--- src/ising_pkg.sv ---
// ising_pkg: lattice size, derived widths, opcodes and register indexes
// for the Metropolis update block. No dependencies.
`default_nettype none

package ising_pkg;

  // Lattice side length; the lattice is SIDE x SIDE with periodic wrap.
  localparam int SIDE  = 32;
  localparam int IDX_W = $clog2(SIDE);
  localparam int SITES = SIDE * SIDE;

  // Internal totals are exact; the ports carry them at their full width.
  localparam int MAG_W     = $clog2(SITES) + 2;
  localparam int ENG_W     = $clog2(SITES) + 3;
  localparam int OUT_MAG_W = 12;
  localparam int OUT_ENG_W = 13;

  localparam int PROB_W  = 32;
  localparam int SITE_IN_W = 5;

  typedef enum logic [1:0] {
    OP_MOVE = 2'd0,
    OP_FLIP = 2'd1,
    OP_READ = 2'd2,
    OP_SPARE = 2'd3   // behaves as a read
  } opcode_t;

  localparam logic REG_PROB_DE4 = 1'b0;
  localparam logic REG_PROB_DE8 = 1'b1;

  // Reduce a site coordinate modulo SIDE (small constant table).
  function automatic logic [IDX_W-1:0] wrap_index(input logic [SITE_IN_W-1:0] v);
    logic [IDX_W-1:0] res;
    res = '0;
    for (int i = 0; i < (1 << SITE_IN_W); i++) begin
      if (v == SITE_IN_W'(i)) begin
        res = IDX_W'(i % SIDE);
      end
    end
    return res;
  endfunction

  function automatic logic [IDX_W-1:0] prev_index(input logic [IDX_W-1:0] x);
    return (x == '0) ? IDX_W'(SIDE - 1) : x - IDX_W'(1);
  endfunction

  function automatic logic [IDX_W-1:0] next_index(input logic [IDX_W-1:0] x);
    return (x == IDX_W'(SIDE - 1)) ? '0 : x + IDX_W'(1);
  endfunction

endpackage

`default_nettype wire

--- src/ising_metropolis_update.sv ---
// ising_metropolis_update: single-site Metropolis update on a periodic
// spin lattice kept in a row-wide memory. Depends on ising_pkg.
//
// Channel   Direction  Handshake            Payload
// in        sink       in_valid / in_stall  opcode, site_row, site_col, random_fraction
// out       source     out_valid / out_stall flipped, spin_now, total_magnetization,
//                                           total_energy
// cfg       sink       cfg_we               cfg_index, cfg_data
//
// Sequence: the lattice memory has one read port; the row above,
//   the row below and the site's own row are read in turn (one per cycle),
//   then the update cycle evaluates and writes the row back.
// Reset: sync, active high. Afterwards a clear pass writes all-up rows, one
//   row per cycle, until every row is written; in_stall stays high meanwhile.
// Stalls: a finished result sits in the output register; a new item is
//   taken while it waits. The update cycle holds only if the output
//   register is still full and stalled.
`default_nettype none

module ising_metropolis_update (
  input  wire logic                                   clk,
  input  wire logic                                   rst,
  // configuration
  input  wire logic                                   cfg_we,
  input  wire logic                                   cfg_index,
  input  wire logic [ising_pkg::PROB_W-1:0]           cfg_data,
  // input channel
  input  wire logic                                   in_valid,
  output logic                                        in_stall,
  input  wire logic [1:0]                             opcode,
  input  wire logic [ising_pkg::SITE_IN_W-1:0]        site_row,
  input  wire logic [ising_pkg::SITE_IN_W-1:0]        site_col,
  input  wire logic [ising_pkg::PROB_W-1:0]           random_fraction,
  // output channel
  output logic                                        out_valid,
  input  wire logic                                   out_stall,
  output logic                                        flipped,
  output logic                                        spin_now,
  output logic signed [ising_pkg::OUT_MAG_W-1:0]      total_magnetization,
  output logic signed [ising_pkg::OUT_ENG_W-1:0]      total_energy
);

  typedef enum logic [4:0] {
    ST_CLEAR  = 5'b00001,
    ST_IDLE   = 5'b00010,
    ST_RD_DN  = 5'b00100,  // up row arriving, request row below
    ST_RD_MID = 5'b01000,  // down row arriving, request own row
    ST_EVAL   = 5'b10000   // own row present: decide, write back, report
  } state_t;

  state_t state, state_next;

  // config registers
  logic [ising_pkg::PROB_W-1:0] prob_de4, prob_de8;

  // item registers
  logic [ising_pkg::IDX_W-1:0]  row_q, col_q;
  logic [1:0]                   op_q;
  logic [ising_pkg::PROB_W-1:0] rnd_q;
  logic                         up_bit, dn_bit;

  // lattice memory: one word per row, one bit per column
  logic [ising_pkg::SIDE-1:0]   lattice_mem [ising_pkg::SIDE];
  logic [ising_pkg::SIDE-1:0]   rd_data;
  logic [ising_pkg::IDX_W-1:0]  rd_addr;
  logic                         mem_we;
  logic [ising_pkg::IDX_W-1:0]  mem_waddr;
  logic [ising_pkg::SIDE-1:0]   mem_wdata;
  logic [ising_pkg::IDX_W-1:0]  clr_cnt;

  // running totals (exact)
  logic [ising_pkg::MAG_W-1:0]  magnetization, magnetization_next;
  logic [ising_pkg::ENG_W-1:0]  energy, energy_next;

  logic                         in_xfer, fire;
  logic [ising_pkg::IDX_W-1:0]  row_in, col_in;
  logic                         spin_old, left_bit, right_bit;
  logic [2:0]                   aligned;
  logic [ising_pkg::PROB_W-1:0] prob_sel;
  logic                         prob_hit, do_flip;
  logic [ising_pkg::SIDE-1:0]   col_mask;
  logic [ising_pkg::ENG_W-1:0]  eng_delta;

  assign in_stall = (state != ST_IDLE);
  assign in_xfer  = in_valid && !in_stall;
  assign fire     = (state == ST_EVAL) && !(out_valid && out_stall);

  assign row_in = ising_pkg::wrap_index(site_row);
  assign col_in = ising_pkg::wrap_index(site_col);

  // read address walks up row, down row, own row
  always_comb begin
    case (state)
      ST_IDLE:   rd_addr = ising_pkg::prev_index(row_in);
      ST_RD_DN:  rd_addr = ising_pkg::next_index(row_q);
      ST_RD_MID: rd_addr = row_q;
      ST_EVAL:   rd_addr = row_q;
      default:   rd_addr = row_q;
    endcase
  end

  // evaluation on the own row word
  assign spin_old  = rd_data[col_q];
  assign left_bit  = rd_data[ising_pkg::prev_index(col_q)];
  assign right_bit = rd_data[ising_pkg::next_index(col_q)];
  assign aligned   = 3'(up_bit == spin_old) + 3'(dn_bit == spin_old)
                   + 3'(left_bit == spin_old) + 3'(right_bit == spin_old);

  // dE = 4*aligned - 8; flips freely for aligned <= 2
  assign prob_sel = (aligned == 3'd4) ? prob_de8 : prob_de4;
  assign prob_hit = prob_sel > rnd_q;

  always_comb begin
    case (op_q)
      ising_pkg::OP_FLIP: do_flip = 1'b1;
      ising_pkg::OP_MOVE: do_flip = (aligned <= 3'd2) || prob_hit;
      default:            do_flip = 1'b0;
    endcase
  end

  assign eng_delta = ising_pkg::ENG_W'({aligned, 2'b00}) - ising_pkg::ENG_W'(8);

  always_comb begin
    magnetization_next = magnetization;
    energy_next        = energy;
    if (do_flip) begin
      magnetization_next = spin_old ? magnetization - ising_pkg::MAG_W'(2)
                                    : magnetization + ising_pkg::MAG_W'(2);
      energy_next        = energy + eng_delta;
    end
  end

  always_comb begin
    col_mask        = '0;
    col_mask[col_q] = 1'b1;
  end

  // single write port: clear pass or write-back
  always_comb begin
    mem_we    = 1'b0;
    mem_waddr = row_q;
    mem_wdata = rd_data;
    if (state == ST_CLEAR) begin
      mem_we    = 1'b1;
      mem_waddr = clr_cnt;
      mem_wdata = '1;
    end else if (fire && do_flip) begin
      mem_we    = 1'b1;
      mem_wdata = rd_data ^ col_mask;
    end
  end

  always_ff @(posedge clk) begin
    if (mem_we) begin
      lattice_mem[mem_waddr] <= mem_wdata;
    end
  end

  always_ff @(posedge clk) begin
    rd_data <= lattice_mem[rd_addr];
  end

  always_comb begin
    state_next = state;
    case (state)
      ST_CLEAR:  if (clr_cnt == ising_pkg::IDX_W'(ising_pkg::SIDE - 1)) state_next = ST_IDLE;
      ST_IDLE:   if (in_xfer) state_next = ST_RD_DN;
      ST_RD_DN:  state_next = ST_RD_MID;
      ST_RD_MID: state_next = ST_EVAL;
      ST_EVAL:   if (fire) state_next = ST_IDLE;
      default:   state_next = ST_CLEAR;
    endcase
  end

  always_ff @(posedge clk) begin
    if (rst) begin
      state         <= ST_CLEAR;
      clr_cnt       <= '0;
      prob_de4      <= '0;
      prob_de8      <= '0;
      magnetization <= ising_pkg::MAG_W'(ising_pkg::SITES);
      energy        <= ising_pkg::ENG_W'(-2 * ising_pkg::SITES);
      out_valid     <= 1'b0;
    end else begin
      state <= state_next;
      if (state == ST_CLEAR) begin
        clr_cnt <= clr_cnt + ising_pkg::IDX_W'(1);
      end
      if (cfg_we) begin
        if (cfg_index == ising_pkg::REG_PROB_DE4) begin
          prob_de4 <= cfg_data;
        end else begin
          prob_de8 <= cfg_data;
        end
      end
      if (fire) begin
        magnetization <= magnetization_next;
        energy        <= energy_next;
        out_valid     <= 1'b1;
      end else if (out_valid && !out_stall) begin
        out_valid <= 1'b0;
      end
    end
  end

  // payload registers
  always_ff @(posedge clk) begin
    if (in_xfer) begin
      row_q <= row_in;
      col_q <= col_in;
      op_q  <= opcode;
      rnd_q <= random_fraction;
    end
    if (state == ST_RD_DN) begin
      up_bit <= rd_data[col_q];
    end
    if (state == ST_RD_MID) begin
      dn_bit <= rd_data[col_q];
    end
    if (fire) begin
      flipped             <= do_flip;
      spin_now            <= spin_old ^ do_flip;
      total_magnetization <= magnetization_next[ising_pkg::OUT_MAG_W-1:0];
      total_energy        <= energy_next[ising_pkg::OUT_ENG_W-1:0];
    end
  end

  // an accepted item reaches the update cycle after exactly three reads
  a_item_seq: assert property (@(posedge clk) disable iff (rst)
    in_xfer |-> ##3 (state == ST_EVAL))
    else $error("item did not reach update cycle on schedule");

  // a reported flip moves the magnetization, a non-flip leaves it
  a_flip_mag: assert property (@(posedge clk) disable iff (rst)
    fire |=> ((magnetization != $past(magnetization)) == flipped))
    else $error("magnetization change disagrees with flipped");

  // magnetization stays within the lattice size
  a_mag_range: assert property (@(posedge clk) disable iff (rst)
    ($signed(magnetization) <= $signed(ising_pkg::MAG_W'(ising_pkg::SITES))) &&
    ($signed(magnetization) >= $signed(ising_pkg::MAG_W'(-ising_pkg::SITES))))
    else $error("magnetization out of range");

  // clear pass only ends after the last row
  a_clear_done: assert property (@(posedge clk) disable iff (rst)
    ($past(state) == ST_CLEAR && state == ST_IDLE) |->
      ($past(clr_cnt) == ising_pkg::IDX_W'(ising_pkg::SIDE - 1)))
    else $error("clear pass ended early");

endmodule

`default_nettype wire
--- config.mk ---
export PLATFORM = sky130hd
export DESIGN_NAME = ising_metropolis_update
export DESIGN_NICKNAME = d
export VERILOG_FILES = /design/src/ising_pkg.sv /design/src/ising_metropolis_update.sv
export SDC_FILE = /design/constraint.sdc
export NUM_CORES = 2
export LEC_CHECK = 0
export ABC_AREA = 1
export CORE_MARGIN = 8
export CORE_UTILIZATION = 40
export DETAILED_ROUTE_END_ITERATION = 7
export DONT_BUFFER_PORTS = 1
export HOLD_SLACK_MARGIN = 0.06
export PLACE_DENSITY = 0.65
export REMOVE_ABC_BUFFERS = 1
export SYNTH_ARGS = -nofsm -noshare
export SYNTH_HDL_FRONTEND = slang
export SYNTH_SLANG_ARGS = --single-unit
--- constraint.sdc ---
create_clock -name clk -period 16.14 [get_ports clk]
set_clock_uncertainty 0.2 [all_clocks]
set_input_delay 2.421 -clock clk [delete_from_list [all_inputs] [get_ports clk]]
set_output_delay 2.421 -clock clk [all_outputs]
set_load 0.02 [all_outputs]
==> run metrics <==
required time at the worst-slack endpoint=~16 ns; setup_tns=0 ns; post-synth cell types=44; clock insertion delay at the later pin of the skew report=approximately 0.73 ns; # port buffers=0; synthesized instance count=approximately 5400; aggregate global routing overflow=0; antenna-violating nets left=0; number of top-level pins=111; power share of the combinational group=0.060; Final Instance Area=60800 µm²; worst vdd rail ir drop=around 0.088 mV; biggest cell delay along the critical path=1.00 ns; cell row count=around 140; placed cell areas=56800 µm²; fraction of registers with async set/reset=0; post-cts hold buffer count=0; detailed-route wire length per cell=21.5 µm; global-route wire length before repair=230000 µm; most common flop cell mapped by yosys=edfxtp_1; maximum buffer depth of the clock tree=3; total track usage=0.197; final slew viol count=0; vias after detailed routing=between 30000 and 40000; switching part of the total power=0.228; sort of element at the end of the critical path=register; DR vias/cell=~5.4; core area=137000 µm²; clk sinks=between 1000 and 1500; clock root buffer=clkbuf_16; internal portion of total power=5310 µW; Die Footprint=~150000 µm²; post-detailed-route DRC marker count=0; Max-Slew Margin vs Limit=0.123; share of post-route cells with drive strength above 1=0.0672; total design power=between 6000 and 7000 µW; synthesized area divided by synthesized cell count=about 10 µm²; post-route fraction of the period consumed by the critical path=0.699; clock period minus final worst setup slack=roughly 11 ns; Post-CTS Setup Inserts=0; router iterations before antenna repair=6; classification of the worst setup path=register to register; clock buffer count from CTS=116; kind of start point of the critical path=register; HPWL after DPL=88100 µm; power per standard cell area=roughly 110 nW/µm²; static leakage=approximately 0.024 µW; hold crit path type=register to register; GP Congestion=about 0.9; via count of the first global-routing pass=36200; sequential share of the synthesized area=0.643; CP most frequent cell=nand2_1; arrival time of the worst setup path=roughly 11 ns; CP max-delay cell=nor2_4; initial detailed-routing violation count=3979; die boundary width=387 µm; largest net degree at the start of global routing=207; final setup violation count=0; category of cells accounting for the largest share of critical-path delay=simple AND/OR/NAND/NOR gates; height of the die=just under 400 µm; #FFs+latches synth=1223; count of max-cap constraint violations=0; Syn-to-layout area delta=10.3%; # resized after CTS=0; result of the run=finished clean; TritonCTS clock tree=done; number of warnings printed during yosys synthesis=0; initial antenna violation count=6; relative contribution of the clock network to total power=0.414; fillers=between 10000 and 15000; Cell Area, Synth=55100 µm²; Fmax achieved=between 80 and 90 MHz; CTS H-tree depth=3; Hold Fails Final Rpt=0; sequential group share of total power=0.527; clock transition at the registers of the reported paths=approximately 0.06 ns; detailed-route wire length=154000 µm; RSZ-0062 raised after global routing=no; switching power summed over all nets=1570 µW; slew of the pin with the lowest slew margin=between 1 and 1.5 ns; Final Util=0.443; net count reported at finish=between 5000 and 6000; initial standard-cell utilization of the core=0.402; number of synthesized flops with an enable pin=around 1100; Buffers & Inverters on Critical Path=6; maximum net fanout on the critical path=35
-- final timing paths --
check             slack (ns)          from  depth (start not counted)                   to
setup / recovery        4.85      col_q[0]                         32  lattice_mem[26][31]
hold / removal          0.28  prob_de8[19]                          2         prob_de8[19]
setup reg to reg        4.85      col_q[0]                         32  lattice_mem[26][31]
hold reg to reg         0.28  prob_de8[19]                          2         prob_de8[19]
-- synth_stat cells, drive strengths merged (4+ instances only) --
cell type  number  area (µm²)
o21ai         300        1500
or2             4        25.0
nand3         653        3270
inv           823        3090
edfxtp       1094       32900
nor3           13        76.3
dfxtp         129        2580
mux2           31         349
clkbuf        127         477
xnor2          17         149
o211ai        193        1450
buf           196        1200
a21oi          73         365
nand4         172        1110
ha             67         838
nand2        1167        4390
nor2          227         867
xor2           40         350
-- cell type report --
class | instances | area, µm² | area share
multi-input cells | 2982 | 15300 | 0.251
repair buffers | 88 | 731 | 0.0120
clock inverters | 58 | 761 | 0.0125
clock buffers | 164 | 3230 | 0.0532
well taps | 1794 | 2240 | 0.0369
flip-flops and latches | 1223 | 35400 | 0.583
diodes | 3 | 7.51 | 0.000123
inverters | 826 | 3110 | 0.0511
-- placed cells by master, fill, tap and decap left out, types with 4 or more instances in the layout --
master,n
ha_1,67
nand2_1,1161
clkbuf_1,34
buf_4,83
o211ai_1,193
o21ai_1,160
o21ai_0,139
nor2_4,36
inv_2,5
clkbuf_16,117
clkinv_4,4
nand4_1,170
clkinvlp_4,4
nor2_1,190
clkbuf_8,13
xor2_1,40
nor3_1,12
buf_12,4
edfxtp_1,1094
mux2_2,31
nand3_1,650
bufinv_16,15
inv_1,816
xnor2_1,17
a21oi_1,73
clkinv_2,20
clkinv_1,12
dfxtp_1,129
-- kinds of logic after synthesis --
family	after synthesis	synth area share
flip-flops	1223	0.643
XOR/XNOR	57	0.00905
buffers and inverters	1149	0.0867
AO/OA/AOI/OAI	581	0.0621
adder cells (fa/ha/maj)	69	0.0159
AND/OR/NAND/NOR	2240	0.177
other	1	0.0000680
multiplexers	32	0.00651
-- state kept, by name, summed over array words and instances (netlist names), 5 cells and up --
register	flops
magnetization	11
prob_de8	32
state	5
row_q	5
rd_data	32
col_q	5
lattice_mem	1024
total_energy	11
prob_de4	32
clr_cnt	5
rnd_q	32
total_magnetization	11
energy	11
-- per-stage QoR --
| stage | setup WS, ns | hold WS [ns] | std cells |
|---|---|---|---|
| 6_report | 4.85 | 0.281 | 7138 |
| 5_1_grt | 4.18 | 0.304 | 7137 |
| 4_1_cts | 5.07 | 0.289 | 7134 |
| 3_5_place_dp | 5.08 | 0.275 | 6912 |
| 3_3_place_gp | 5.10 | 0.265 | 6912 |
| 2_1_floorplan | -7.69 | 0.251 | 5031 |
-- power by group through the flow --
stage               clock, µW  combinational (µW)  sequential [µW]
CTS                      2880                 409             3630
global route             3000                 441             3630
global placement            0                 399             3690
detailed placement          0                 409             3690
floorplan                   0                 204             3690
finish                   2850                 412             3630
-- routing by layer --
layer / GRT usage / routed length (µm) / vias up
met5: 0 / 0 / -
met4: 0.0678 / 5600 / 0
met3: 0.0372 / 12900 / 275
met2: 0.314 / 69600 / 1589
met1: 0.272 / 65500 / 18600
li1: - / - / 17900
-- tightest hold or removal path, delay by kind of cell (launching register included) --
family,cells,cell delay (ns)
AND/OR/NAND/NOR,2,0.12
flip-flops,1,0.32
Note: power is estimated with default switching activity, not from simulation.
